===== src/frd_pkg.sv =====
package frd_pkg;

    // Fixed sizes of the datapath.
    localparam int MAX_VIEW_SIZE = 4096;
    localparam int VIEW_W        = 13;
    localparam int PIX_W         = 12;
    localparam int CFG_IDX_W     = 3;
    localparam int CFG_DATA_W    = 48;
    localparam int COEF_BITS     = 16;
    localparam int DIR_W         = 16;

    // Quotient and square root results are Q30 magnitudes on 31 bits.
    localparam int QUO_W         = 31;
    localparam int REM_W         = 62;

    // CORDIC datapath.
    localparam int CORDIC_STEPS  = 28;
    localparam int CORDIC_W      = 34;
    localparam int TRIG_W        = 32;
    localparam int LOC_W         = 26;

    localparam int PSI_K_W       = 21;
    localparam int FK_W          = VIEW_W + PSI_K_W;
    localparam int RFK_W         = QUO_W + FK_W;
    localparam int PSI_W         = 32;

    localparam logic [PSI_K_W-1:0]         PSI_K       = 21'd1171271;
    localparam logic signed [CORDIC_W-1:0] CORDIC_K    = 34'sd652032874;
    localparam logic [PSI_W-1:0]           PI_Q28      = 32'd843314857;
    localparam logic [PSI_W-1:0]           HALF_PI_Q28 = 32'd421657428;
    localparam logic [QUO_W-1:0]           Q30_ONE     = 31'd1073741824;

    typedef enum logic [CFG_IDX_W-1:0] {
        REG_VIEW_WIDTH    = 3'd0,
        REG_VIEW_HEIGHT   = 3'd1,
        REG_FIELD_OF_VIEW = 3'd2,
        REG_ROT_ROW_A     = 3'd3,
        REG_ROT_ROW_B     = 3'd4,
        REG_ROT_ROW_C     = 3'd5
    } cfg_reg_t;

    // Sideband that travels next to the normalizing dividers.
    typedef struct packed {
        logic valid;
        logic in_circle;
        logic neg_u;
        logic neg_v;
    } norm_side_t;

    // Sideband that travels next to the square root.
    typedef struct packed {
        logic             valid;
        logic             in_circle;
        logic             neg_u;
        logic             neg_v;
        logic [QUO_W-1:0] mag_u;
        logic [QUO_W-1:0] mag_v;
    } sqrt_side_t;

    // Sideband that travels next to the ratio dividers.
    typedef struct packed {
        logic             valid;
        logic             in_circle;
        logic             neg_u;
        logic             neg_v;
        logic             rzero;
        logic [QUO_W-1:0] radius;
    } ratio_side_t;

    // Sideband that travels next to the CORDIC.
    typedef struct packed {
        logic                     valid;
        logic                     in_circle;
        logic                     neg_cos;
        logic signed [TRIG_W-1:0] cos_a;
        logic signed [TRIG_W-1:0] sin_a;
    } cordic_side_t;

    // Arctangent of 2^-i in Q28 radians.
    function automatic logic signed [CORDIC_W-1:0] atan_q28(input int i);
        logic signed [CORDIC_W-1:0] a;
        case (i)
            0:       a = 34'sd210828714;
            1:       a = 34'sd124459457;
            2:       a = 34'sd65760959;
            3:       a = 34'sd33381290;
            4:       a = 34'sd16755422;
            5:       a = 34'sd8385879;
            6:       a = 34'sd4193963;
            7:       a = 34'sd2097109;
            8:       a = 34'sd1048571;
            9:       a = 34'sd524287;
            default: a = 34'sd1 <<< (28 - i);
        endcase
        return a;
    endfunction

endpackage


===== src/frd_sqrt.sv =====
module frd_sqrt (
    input  logic                      clk,
    input  logic                      en,
    input  logic [frd_pkg::REM_W-1:0] radicand,
    output logic [frd_pkg::QUO_W-1:0] root
);

    // Digit-by-digit integer square root, one result bit per stage.
    localparam int N  = frd_pkg::QUO_W;
    localparam int W  = frd_pkg::REM_W;
    localparam int WT = W + 1;

    logic [W-1:0] rem_reg   [N];
    logic [N-1:0] root_reg  [N];
    logic [W-1:0] rem_in    [N];
    logic [N-1:0] root_in   [N];
    logic [W-1:0] rem_next  [N];
    logic [N-1:0] root_next [N];

    for (genvar k = 0; k < N; k++)
    begin : g_stage
        localparam int B = N - 1 - k;
        logic [WT-1:0] trial;
        logic [WT-1:0] rem_ext;
        logic [WT-1:0] diff;
        logic          take;

        if (k == 0)
        begin : g_first
            assign rem_in[k]  = radicand;
            assign root_in[k] = '0;
        end
        else
        begin : g_rest
            assign rem_in[k]  = rem_reg[k-1];
            assign root_in[k] = root_reg[k-1];
        end

        // (root + 2^B)^2 - root^2 = root * 2^(B+1) + 2^(2B)
        assign trial        = ({{(WT-N){1'b0}}, root_in[k]} << (B + 1))
                            + ({{(WT-1){1'b0}}, 1'b1} << (2 * B));
        assign rem_ext      = {1'b0, rem_in[k]};
        assign take         = (rem_ext >= trial);
        assign diff         = rem_ext - trial;
        assign rem_next[k]  = take ? diff[W-1:0] : rem_in[k];
        assign root_next[k] = root_in[k] | ({{(N-1){1'b0}}, take} << B);
    end

    always_ff @(posedge clk)
    begin
        if (en)
        begin
            for (int k = 0; k < N; k++)
            begin
                rem_reg[k]  <= rem_next[k];
                root_reg[k] <= root_next[k];
            end
        end
    end

    assign root = root_reg[N-1];

endmodule


===== config.mk =====
export PLATFORM = sky130hd
export DESIGN_NAME = frd_sqrt
export DESIGN_NICKNAME = d
export VERILOG_FILES = /design/src/frd_pkg.sv /design/src/frd_sqrt.sv
export SDC_FILE = /design/constraint.sdc
export NUM_CORES = 2
export LEC_CHECK = 0
export CORE_AREA = 8 8 552 608
export CTS_CLUSTER_DIAMETER = 60
export DETAILED_ROUTE_END_ITERATION = 7
export DIE_AREA = 0 0 560 616
export DONT_BUFFER_PORTS = 1
export MAX_ROUTING_LAYER = met4
export SETUP_SLACK_MARGIN = 0.02
export SYNTH_ARGS = -nofsm -noshare
export SYNTH_HDL_FRONTEND = slang
export SYNTH_SLANG_ARGS = --single-unit

===== constraint.sdc =====
create_clock -name clk -period 6.05 [get_ports clk]
set_clock_uncertainty 0.15 [all_clocks]
set_input_delay 0.9075 -clock clk [delete_from_list [all_inputs] [get_ports clk]]
set_output_delay 0.9075 -clock clk [all_outputs]
set_load 0.005 [all_outputs]

==> run summary <==
By area the synthesized netlist is led by edfxtp_1, ha_1, xnor2_1, xor2_1, a21oi_1. Routed length per instance: 20.79 µm. The flow ran to the end, and the final reports show no timing, DRC or antenna violations. The via count of the first global-routing pass was 75,259; the average cell area after synthesis was 12.54 µm². The die area is 0.3450 mm², and the share of cells above drive strength 1 is 0.06528.

After synthesis the netlist holds a flip-flop and latch count of 2,356. The mapped netlist covers 0.1133 mm². The logs give 187 for the largest net degree at the start of global routing and 870 ps for the clock latency of the later-clocked register in the worst-skew pair. The number of endpoints with negative hold slack in the final report came out at 0. Leftover overflow at the end of global routing: 0. The critical setup path kind was reg2reg. Total nets after synthesis: 9,628. The smallest setup slack after layout was 1291 ps; the data required time at the worst endpoint was 6400 ps. For the DRC marker count from the first detailed-route iteration, the log shows 4,589. The wire length of the first global-routing pass is 433,700 µm, and the area fraction of the dominant cell type after synthesis is 0.6244. The tools report the startpoint kind of the worst setup timing path as a register. The overall track demand over capacity in global routing is 0.1643, and the number of max-cap violations is 0.

The worst setup path startpoint was rem_reg[1][628]. The most used flip-flop cell after synthesis is edfxtp_1. The met2 track demand over resource in global routing is 0.3333, and the tightest slew margin relative to the limit is 0.1244.

Worst hold path startpoint: radicand[61]. IR analysis of the VDD net gives a maximum drop of 0.2827 mV. Met3 track demand over resource in global routing: 0.01728. The initial antenna violation count came out at 2. For the max-slew violation total from the final report, the log shows 0.

The non-filler instance count after layout is 13,815, and the synthesis-to-finish area growth is 13.04%. Vias per cell: 5.217. After the last flow step, the layout net total stands at 9,877. The cell type with the highest aggregate area in the netlist is edfxtp_1.

The smallest clock period supported by the final layout is computed as 4759 ps. The register with the most flip-flops in the layout has 1,860 of them. STA classifies the critical path endpoint as a register. After synthesis, the netlist uses 90 different library cells.

The run gives 0 as the count of nets left with antenna violations after detail routing. The clock-pin slew reported for the worst setup and hold paths after clock tree synthesis is 60 ps. The run gives 0.6244 as the sequential element share of the synthesized area. At the pin with the least slew margin, the transition time is 1295 ps.

Number of enable-type register cells in the synthesized netlist: 2,356. Synthesis produced 9,039 cells. The most crowded layer after global routing was met2. The most frequently used cell type in the post-synthesis netlist is edfxtp_1.

The maximum frequency from static timing analysis came out at 0.2101 GHz. Power spread over the standard cell area amounts to 377.5 mW/mm². Detailed placement finished with a half-perimeter wire length of 218,600 µm.

The total number of yosys warnings came out at 0. Once the clock tree was built, the resizer swapped 0 gates to a different size. For this design the static power due to leakage is 47.06 nW. The clock sink count was 2,356; the worst slack at placement was 1383 ps. The count of buffers inserted at the top-level ports is 0.

The maximum clock insertion buffer count is 4. The number of setup violations in the final report was 0. Once placement completed, the tool counted placed cells totaling 13,284. The worst register-to-register path begins at rem_reg[1][628].

Routed wire length: 287,100 µm. The H-tree was split into 5 levels. In this run the horizontal extent of the chip is 560 µm. The root buffer cell chosen for the clock tree is clkbuf_16. TritonCTS built the clock tree. For the final routed database, the setup TNS stands at 0 ps. The effective utilization at floorplan was 0.3483; the top fanout value on the critical path was 4.

The logs give 30,319 for the filler cell count and 0 for the post-detailed-route DRC marker count. The tools report the fraction of met1 tracks used by global routing as 0.1431. Counting instances in the post-synthesis netlist gives the leading cell types as edfxtp_1, inv_1, nand2_1. The routability congestion estimate from global placement was 0.9613.

The total I/O pin count came out at 95. The data arrival at the endpoint of the critical path is 5110 ps, and the core box area is 0.3254 mm². In this run the vertical extent of the chip is 616 µm. Setup repair after global routing left no endpoint under its margin.

The fraction of synthesis flops using an asynchronous set or reset pin was 0. The post-route clock period utilization was 0.7866. The TritonCTS buffer count is 271. Row generation in the floorplan step produced 220 rows.

The first TritonRoute pass finished after 6 iterations. The total vias in the final route was 72,073. The path category of the worst min-delay check is in2reg.
cells in the final DEF (no fill, tap or decap), drive strengths merged, types with 20 or more instances in the layout:
cell	instances
o31ai	48
and2	34
nand2b	101
dlygate4sd3	60
o211ai	24
a31oi	55
nand2	614
ha	525
mux2	74
o21bai	38
o21a	97
a21o	224
clkinv	91
or2	43
or3	113
o2111ai	21
a21oi	512
a211oi	44
nor3	236
xnor2	459
buf	86
a2111oi	25
nor2	581
nand3b	32
inv	666
or4	68
edfxtp	2356
nand3	167
nor2b	74
clkbuf	339
nor4b	52
bufinv	20
and3	43
nor4	305
xor2	343
nand4b	36
nor3b	21
nand4	141
o21ai	456
per-stage QoR:
step / power [mW] / util / instance area [µm²] / hold slack [ps]
after floorplan: 29.16 / - / 113300 / 266.6
after detailed placement: 32.73 / 0.3656 / 119000 / 280.1
after CTS: 48.70 / 0.3936 / 128100 / 57.09
after global placement: 32.55 / 0.3656 / 119000 / 277.4
final: 48.35 / 0.3937 / 128100 / 119.5
after global routing: 50.51 / 0.3936 / 128100 / 92.37
critical path: stages, from the launching register on:
cell and delay [ps]:
edfxtp_1 410, ha_1 340, o21a_1 130, o21ai_0 460
a211oi_1 320, o21ai_0 680, nor3_1 240, o21ai_0 240
buf_4 170, o21ai_0 150, a2111oi_0 1010, xor2_1 140
cell type report:
| type | instances | area (µm²) | share of cell area |
|---|---|---|---|
| inverter | 659 | 2474 | 0.01931 |
| sequential | 2356 | 70750 | 0.5524 |
| multi-input combinational | 5854 | 39540 | 0.3087 |
| tap | 4329 | 5416 | 0.04229 |
| timing repair buffer | 146 | 1391 | 0.01086 |
| clock inverter | 128 | 1250 | 0.009759 |
| antenna | 4 | 10.01 | 0.00007815 |
| clock buffer | 339 | 7249 | 0.05660 |
worst paths after layout:
kind | end | slack (ps) | cells after the start
max | rem_reg[1][731] | 1290 | 11
min | rem_reg[0][61] | 120 | 2
max reg2reg | rem_reg[1][731] | 1290 | 11
min reg2reg | rem_reg[0][877] | 270 | 0
power by group:
part / internal (mW) / leakage (nW) / switching, mW
registers: 20.7 / 22.7 / 1.61
logic: 4.08 / 20.3 / 6.13
clock network: 9.35 / 4.13 / 6.44
total: 34.2 / 47.1 / 14.2
cell families (layout without fill, tap and decap cells):
group           Yosys count  count (layout)  synth area share
simple gates           2711            2711            0.1240
flops                  2356            2356            0.6244
compound gates         1736            1736           0.09614
buf+inv                 829            1272           0.02768
xor+xnor                802             802           0.06199
fa+ha+maj               525             525           0.05797
mux                      80              80          0.007884
other cells               0               4                 0
what timing repair did:
action,4_1_cts,5_1_grt
hold buffers,60,0
buffers inserted,0,0
hold endpoints to repair,60,0
setup endpoints to repair,0,0
metal layers:
metal  routed length [µm]  vias to the layer above
li1                     -                    34448
met3                 8388                      822
met4                19430                        0
met2               163800                     1780
met5                    0                        -
met1                95540                    35023
No activity file was read; power rests on OpenSTA's default activity.
